==> src/design/fcx_pkg.sv <==
// ----------------------------------------------------------------------------
// fcx_pkg
// Shared types and constants of the flow cache exporter.
// ----------------------------------------------------------------------------
package fcx_pkg;

  typedef struct packed {
    logic [1:0]  func;
    logic [31:0] timestamp_ms;
    logic [31:0] src_ip;
    logic [31:0] dst_ip;
    logic [7:0]  protocol;
    logic [15:0] port_a;
    logic [15:0] port_b;
    logic [7:0]  tcp_flag_bits;
    logic [15:0] ip_length;
    logic [7:0]  type_of_service;
  } in_word_t;

  typedef struct packed {
    logic [31:0] export_sequence;
    logic [31:0] flow_src_ip;
    logic [31:0] flow_dst_ip;
    logic [31:0] port_pair;
    logic [7:0]  flow_protocol;
    logic [7:0]  flow_tos;
    logic [7:0]  flow_flags;
    logic [31:0] packet_count;
    logic [31:0] octet_count;
    logic [31:0] first_ms;
    logic [31:0] last_ms;
    logic        last_of_run;
  } out_word_t;

  typedef struct packed {
    logic [31:0] src;
    logic [31:0] dst;
    logic [15:0] sport;
    logic [15:0] dport;
    logic [7:0]  proto;
  } key_t;

  typedef struct packed {
    key_t        key;
    logic [31:0] pkts;
    logic [31:0] octs;
    logic [31:0] first;
    logic [31:0] last;
    logic [7:0]  tos;
    logic [7:0]  flags;
  } entry_t;

  localparam int EntryWidth = $bits(entry_t);

  localparam logic [1:0] FN_NONIP  = 2'd0;
  localparam logic [1:0] FN_IPV4   = 2'd1;
  localparam logic [1:0] FN_FLUSH  = 2'd2;
  localparam logic [1:0] FN_UNUSED = 2'd3;

  localparam logic [7:0] PROTO_ICMP = 8'd1;
  localparam logic [7:0] PROTO_TCP  = 8'd6;
  localparam logic [7:0] PROTO_UDP  = 8'd17;

  localparam logic [7:0] TH_FIN = 8'h01;
  localparam logic [7:0] TH_RST = 8'h04;

  localparam logic [1:0] REG_ACTIVE   = 2'd0;
  localparam logic [1:0] REG_INACTIVE = 2'd1;
  localparam logic [1:0] REG_LIMIT    = 2'd2;

  typedef struct packed {
    logic latch;
    logic pos_clr;
    logic pos_inc;
    logic emit;
    logic drop;
    logic write_upd;
    logic write_ins;
    logic finish;
  } cmd_t;

  typedef struct packed {
    logic [1:0] func;
    logic       pos_lt_occ;
    logic       occ_zero;
    logic       exp_act;
    logic       exp_inact;
    logic       key_eq;
    logic       need_evict;
    logic       fin;
    logic       out_free;
  } sts_t;

endpackage

==> src/design/fcx_ctrl.sv <==
// ----------------------------------------------------------------------------
// fcx_ctrl
// Sequencer: flush, active and idle scans, match, update, evict, insert, FIN export.
// ----------------------------------------------------------------------------
module fcx_ctrl (
  input  logic         clk,
  input  logic         rst,
  input  logic         in_valid,
  output logic         in_ready,
  input  fcx_pkg::sts_t sts,
  output fcx_pkg::cmd_t cmd
);
  import fcx_pkg::*;

  typedef enum logic [2:0] {S_IDLE, S_START, S_RD, S_CHK, S_UPD, S_INS, S_DONE} state_t;
  typedef enum logic [2:0] {PH_FLUSH, PH_ACT, PH_INACT, PH_MATCH, PH_EVICT, PH_FIN} phase_t;

  state_t state, state_next;
  phase_t phase, phase_next;

  always_comb begin
    cmd        = '0;
    state_next = state;
    phase_next = phase;
    in_ready   = 1'b0;
    unique case (state)
      S_IDLE: begin
        in_ready = 1'b1;
        if (in_valid) begin
          cmd.latch  = 1'b1;
          state_next = S_START;
        end
      end
      S_START: begin
        cmd.pos_clr = 1'b1;
        case (sts.func)
          FN_FLUSH: begin
            phase_next = PH_FLUSH;
            state_next = S_RD;
          end
          FN_NONIP, FN_IPV4: begin
            phase_next = PH_ACT;
            state_next = S_RD;
          end
          default: state_next = S_IDLE;
        endcase
      end
      S_RD: begin
        unique case (phase)
          PH_FLUSH: state_next = sts.occ_zero ? S_DONE : S_CHK;
          PH_ACT: begin
            if (sts.pos_lt_occ) begin
              state_next = S_CHK;
            end else begin
              phase_next  = PH_INACT;
              cmd.pos_clr = 1'b1;
            end
          end
          PH_INACT: begin
            if (sts.pos_lt_occ) begin
              state_next = S_CHK;
            end else if (sts.func == FN_IPV4) begin
              phase_next  = PH_MATCH;
              cmd.pos_clr = 1'b1;
            end else begin
              state_next = S_DONE;
            end
          end
          PH_MATCH: begin
            if (sts.pos_lt_occ) begin
              state_next = S_CHK;
            end else if (sts.need_evict) begin
              phase_next  = PH_EVICT;
              cmd.pos_clr = 1'b1;
            end else begin
              state_next = S_INS;
            end
          end
          default: state_next = S_CHK;
        endcase
      end
      S_CHK: begin
        unique case (phase)
          PH_ACT, PH_INACT: begin
            if ((phase == PH_ACT) ? sts.exp_act : sts.exp_inact) begin
              if (sts.out_free) begin
                cmd.emit   = 1'b1;
                cmd.drop   = 1'b1;
                state_next = S_RD;
              end
            end else begin
              cmd.pos_inc = 1'b1;
              state_next  = S_RD;
            end
          end
          PH_MATCH: begin
            if (sts.key_eq) begin
              state_next = S_UPD;
            end else begin
              cmd.pos_inc = 1'b1;
              state_next  = S_RD;
            end
          end
          default: begin
            if (sts.out_free) begin
              cmd.emit = 1'b1;
              cmd.drop = 1'b1;
              unique case (phase)
                PH_EVICT: state_next = S_INS;
                PH_FIN:   state_next = S_DONE;
                default:  state_next = S_RD;
              endcase
            end
          end
        endcase
      end
      S_UPD, S_INS: begin
        cmd.write_upd = (state == S_UPD);
        cmd.write_ins = (state == S_INS);
        if (sts.fin) begin
          phase_next = PH_FIN;
          state_next = S_RD;
        end else begin
          state_next = S_DONE;
        end
      end
      S_DONE: begin
        if (sts.out_free) begin
          cmd.finish = 1'b1;
          state_next = S_IDLE;
        end
      end
      default: state_next = S_IDLE;
    endcase
  end

  always_ff @(posedge clk) begin
    if (rst) begin
      state <= S_IDLE;
      phase <= PH_FLUSH;
    end else begin
      state <= state_next;
      phase <= phase_next;
    end
  end

endmodule

==> config.mk <==
export PLATFORM = sky130hd
export DESIGN_NAME = fcx_ctrl
export DESIGN_NICKNAME = d
export VERILOG_FILES = /design/src/design/fcx_pkg.sv /design/src/design/fcx_ctrl.sv
export SDC_FILE = /design/constraint.sdc
export NUM_CORES = 1
export LEC_CHECK = 0
export BUFFER_PORTS_ARGS = -buffer_cell sky130_fd_sc_hd__buf_2
export CORE_AREA = 2 2 52 54
export CTS_CLUSTER_SIZE = 25
export DETAILED_ROUTE_END_ITERATION = 10
export DIE_AREA = 0 0 54 56
export GPL_TIMING_DRIVEN = 0
export PLACE_DENSITY = 0.57
export SYNTH_ARGS = -nofsm -noshare
export SYNTH_HDL_FRONTEND = slang
export SYNTH_SLANG_ARGS = --single-unit
==> constraint.sdc <==
create_clock -name clk -period 4.2 [get_ports clk]
set_clock_uncertainty 0.2 [all_clocks]
set_input_delay 0.42 -clock clk [delete_from_list [all_inputs] [get_ports clk]]
set_output_delay 0.42 -clock clk [all_outputs]
set_load 0.03 [all_outputs]
# Word level (Yosys, flattened, before mapping)
# Index checks and enable logic that the tools add are counted.
classes:
  eq_ne: 28
  mux: 48
  n_reduce_logical: 10
op_table:
  columns: ["operator", "n"]
  rows:
  - ["$mux 3", 20]
  - ["$ne 3x3->1 const B", 6]
  - ["$pmux 3 s2", 3]
  - ["$pmux 3 s3", 2]
  - ["$pmux 3 s6", 1]
  - ["$ne 4x4->1 const B", 4]
  - ["$eq 3x3->1 const B", 5]
  - ["$mux 1", 13]
  - ["$eq 3x2->1 const B", 4]
  - ["$pmux 3 s4", 1]
  - ["$reduce_and 9->1", 1]
  - ["$mux 2", 4]
  - ["$reduce_and 7->1", 1]
  - ["$eq 3x1->1 const B", 2]
  - ["$logic_not 3->1", 2]
  - ["$ne 2x2->1 const B", 3]
  - ["$reduce_or 2->1", 3]
  - ["$ne 4x2->1 const B", 1]
  - ["$pmux 1 s2", 2]
  - ["$pmux 2 s2", 1]
  - ["$ne 3x1->1 const B", 1]
  - ["$pmux 1 s3", 1]
  - ["$reduce_bool 3->1", 1]
  - ["$reduce_or 3->1", 1]
  - ["3 further kinds", 3]
word_totals:
  reg_bits: 6
  out_inout_bits: 9
  elab_cells: 88

# Logic depth before layout (Yosys ltp)
logic_depth:
  ltp_word: 5
  depth_mapped: 6
  mapped_depth_nobuf: 5

# Least setup slack after synthesis
# No wires, ideal clock.
synth_path:
  path_kind: "flip-flop to output port"
  start: "register phase[2]"
  end: "output port cmd[4] (netlist name)"
  arrival_time_ns: 2.091
  required_ns: 3.580
  slack_ns: 1.489
  path_stages_with_launch: 5
  path_buffers: 2
  path_cell_list: "dfxtp_1 -> clkbuf_1 -> nor2_1 -> nor4_1 -> buf_4"
synth_rtl:
  columns: ["element", "line", "text"]
  rows:
  - ["start, declared", "fcx_ctrl.sv:19", "phase_t phase, phase_next;"]
  - ["start signal, assigned", "fcx_ctrl.sv:143", "phase <= phase_next;"]
  - ["end, declared", "fcx_ctrl.sv:11", "output fcx_pkg::cmd_t cmd"]

==> run_results.csv <==
group,metric,value,unit
run_status,outcome,"completed",
cts,cts_tree,"done",
final_layout,area_growth,23.6,%
worst_setup_path,crit_path_start_kind,"flop",
cts,root_buffer,"clkbuf_4",
worst_setup_path,crit_slowest_cell,"dfxtp_1",
final_layout,stdcell_count,142,
place,io_buffers,21,
floorplan,die_x,54,um
cts,cts_buffers,3,
synthesis,synth_nets,101,
synthesis,async_flop_share,0,%
synthesis,synth_edf_count,0,
floorplan,start_util,28.8,%
power_and_ir_drop,p_sw,319,uW
synthesis,synth_seq_cells,6,
worst_setup_path,required,3.58,ns
worst_setup_path,worstSetupPathType,"reg2out",
final_layout,nNetsFinal,127,
cts,path_clk_slew,0.05,ns
timing,max_freq,0.420,GHz
synthesis,synth_area,699,um^2
floorplan,ios,22,
power_and_ir_drop,p_sw_share,51.4,%
routing,wl_per_cell,13.6,um
worst_setup_path,r2r_cells,6,
synthesis,synth.largest_area_cell,"dfxtp_1",
min_path,hp-class,"in2reg",
worst_setup_path,worstPathArrival,1.76,ns
cts,clockBufferDepth,2,
timing,setup-tns-final,0,ns
flow_run,cap_violations,0,
floorplan,row_count,18,
worst_setup_path,cp_slowest_stage_delay,0.38,ns
global_route,grt_max_degree,11,
routing,viasPerCell,5.42,
final_layout,num_antenna_cells,0,
place,gp_congestion,0.893,
worst_setup_path,reg2reg_slack,2.27,ns
cts,cts_hold_buffers,0,
routing,dr_total_vias,770,
worst_setup_path,rr_endpoint,"phase[0]",
timing,rsz0062_at_grt,"no",
floorplan,core,0.00243,mm^2
timing,slew_headroom,74.5,%
power_and_ir_drop,p_leak,0.000362,uW
synthesis,syn_inst,88,
cts,cts_resized,0,
power_and_ir_drop,power.internal,303,uW
timing,fin_crit,2.38,ns
synthesis,synth.area.top_cells,"dfxtp_1 (17%), nor3_1 (6.4%), nor2_1 (6.4%), buf_6 (4.8%), a21oi_1 (4.3%)",
worst_setup_path,critPathCaptureType,"output port",
global_route,antenna_found_initial,0,
synthesis,synth_area_per_cell,7.95,um^2
power_and_ir_drop,power_density,719,mW/mm^2
min_path,min_to,"phase[1]",
timing,finalSetupViolations,0,
routing,drt-initial-drc-count,24,
final_layout,multi_input_area,502,um^2
power_and_ir_drop,irDropWorstVdd,373,uV
final_layout,layout.area.seq,120,um^2
global_route,grt_pass1_vias,770,
global_route,track_usage,14.6,%
global_route,grt_pass1_wl,3360,um
power_and_ir_drop,pwr-share-comb,74.1,%
timing,tightestPinTransition,0.382,ns
floorplan,chipHeight,56,um
cts,htree_levels,1,
power_and_ir_drop,seqPwrFrac,17.4,%
final_layout,drive_gt1_share,36.6,%
routing,firstDrtPassIters,4,
synthesis,synth_flop_cell,"dfxtp_1",
place,dpl.hpwl,1550,um
routing,wl,1930,um
cts,post_cts_buffers,0,
timing,period_share,56.6,%
cts,clock-sinks,6,
min_path,min_path_cells,2,
cts,clkLatencyLatePin,0.24,ns
place,dp.cells,139,
synthesis,yosys_warnings,0,
routing,ant_nets,0,
power_and_ir_drop,p_clk_share,8.4,%
final_layout,n_fill_cell,271,
synthesis,ys_types,44,
worst_setup_path,cp_cell_sequence,"clkbuf_1 > nor2_1 > nor4_1 > buf_4 > buf_2",
worst_setup_path,rr_startpoint,"state[1]",
worst_setup_path,cp_max_fo,10,
global_route,grt_overflow,0,
floorplan,fp.dieArea,0.00302,mm^2
timing,slew_viol_final,0,
synthesis,ys_seq_area_share,17.2,%
routing,drc,0,
timing,hold_viol_final,0,
min_path,holdCritStartpoint,"rst",
synthesis,yosysTopAreaCellShare,17.2,%
==> flip-flops by register name, summed over array words and instances, names as in the netlist <==
signal / cells
phase: 3
state: 3
==> logic make-up (layout without fill, tap and decap cells) <==
kind of cell           Yosys count  count (layout)  synth area share, %
AOI/OAI and AO/OA               27              27                 30.9
and+or+nand+nor                 44              44                 40.8
DFF                              6               6                 17.2
buffers and inverters           11              35                 11.1
==> per-layer routing <==
metal  track usage [%]  wire length (um)  part of all wire, %
met3              3.49                89                  4.6
met5                 0                 0                    0
met1              17.8               808                   42
met4              6.79                17                 0.88
met2              23.5              1020                   53
==> area by class of cell <==
type,instances,share of cell area (%)
clock buffer,3,2.60
inverter,5,2.17
multi-input combinational,71,58.0
sequential,6,13.9
tap,30,4.34
timing repair buffer,21,12.2
buffer,6,6.80
==> critical path: cells and delay by family (launching register included) <==
family	cells	cell delay (ns)
AND/OR/NAND/NOR	2	0.45
buffers and inverters	3	0.68
flip-flops	1	0.38
==> cell usage after synthesis, drive strengths merged, types with 2 or more instances <==
library cell	number
nor2	12
nor3	9
a21oi	6
dfxtp	6
inv	5
buf	4
o21ai	4
and2	3
nand2	3
nand2b	3
nor4	3
a211oi	2
a21boi	2
a31oi	2
and3b	2
clkbuf	2
nand3b	2
nor3b	2
o211ai	2
==> how the worst max path moves through the flow <==
stage / from / endpoint / slack, ns / depth (start not counted)
after floorplan: phase[2] / cmd[4] / 1.49 / 4
after global placement: phase[2] / cmd[4] / 2.08 / 5
after detailed placement: phase[2] / cmd[4] / 2.05 / 5
after CTS: phase[2] / cmd[4] / 1.79 / 5
after global routing: phase[2] / cmd[4] / 1.69 / 5
final: phase[2] / cmd[4] / 1.82 / 5
==> cells in the final DEF (no fill, tap or decap), drive strengths merged, types with 2 or more instances in the layout <==
cell type  count
a21boi         2
nor3           9
a211oi         2
nand3b         2
nand2          3
and3b          2
dfxtp          6
nand2b         3
and2           3
o21ai          4
nor2          12
o211ai         2
nor4           3
a21oi          6
nor3b          2
a31oi          2
inv            5
clkbuf         5
buf           25
==> per-stage QoR <==
step	power (uW)	util (%)	instance area, um^2	setup slack (ns)	hold slack, ns
3_5_place_dp	568	34.6	842	2.05	0.454
3_3_place_gp	562	34.6	842	2.08	0.453
4_1_cts	623	35.5	865	1.79	0.227
6_report	622	35.5	865	1.82	0.239
2_1_floorplan	471	-	699	1.49	0.289
5_1_grt	675	35.5	865	1.69	0.239
==> power by group through the flow <==
stage / Clock [uW] / Sequential (uW) / Combinational, uW
3_5_place_dp: 0 / 110 / 458
5_1_grt: 57.4 / 112 / 506
3_3_place_gp: 0 / 109 / 452
2_1_floorplan: 0 / 105 / 366
6_report: 52.5 / 108 / 461
4_1_cts: 54.0 / 109 / 460
Note: power is estimated with default switching activity, not from simulation.
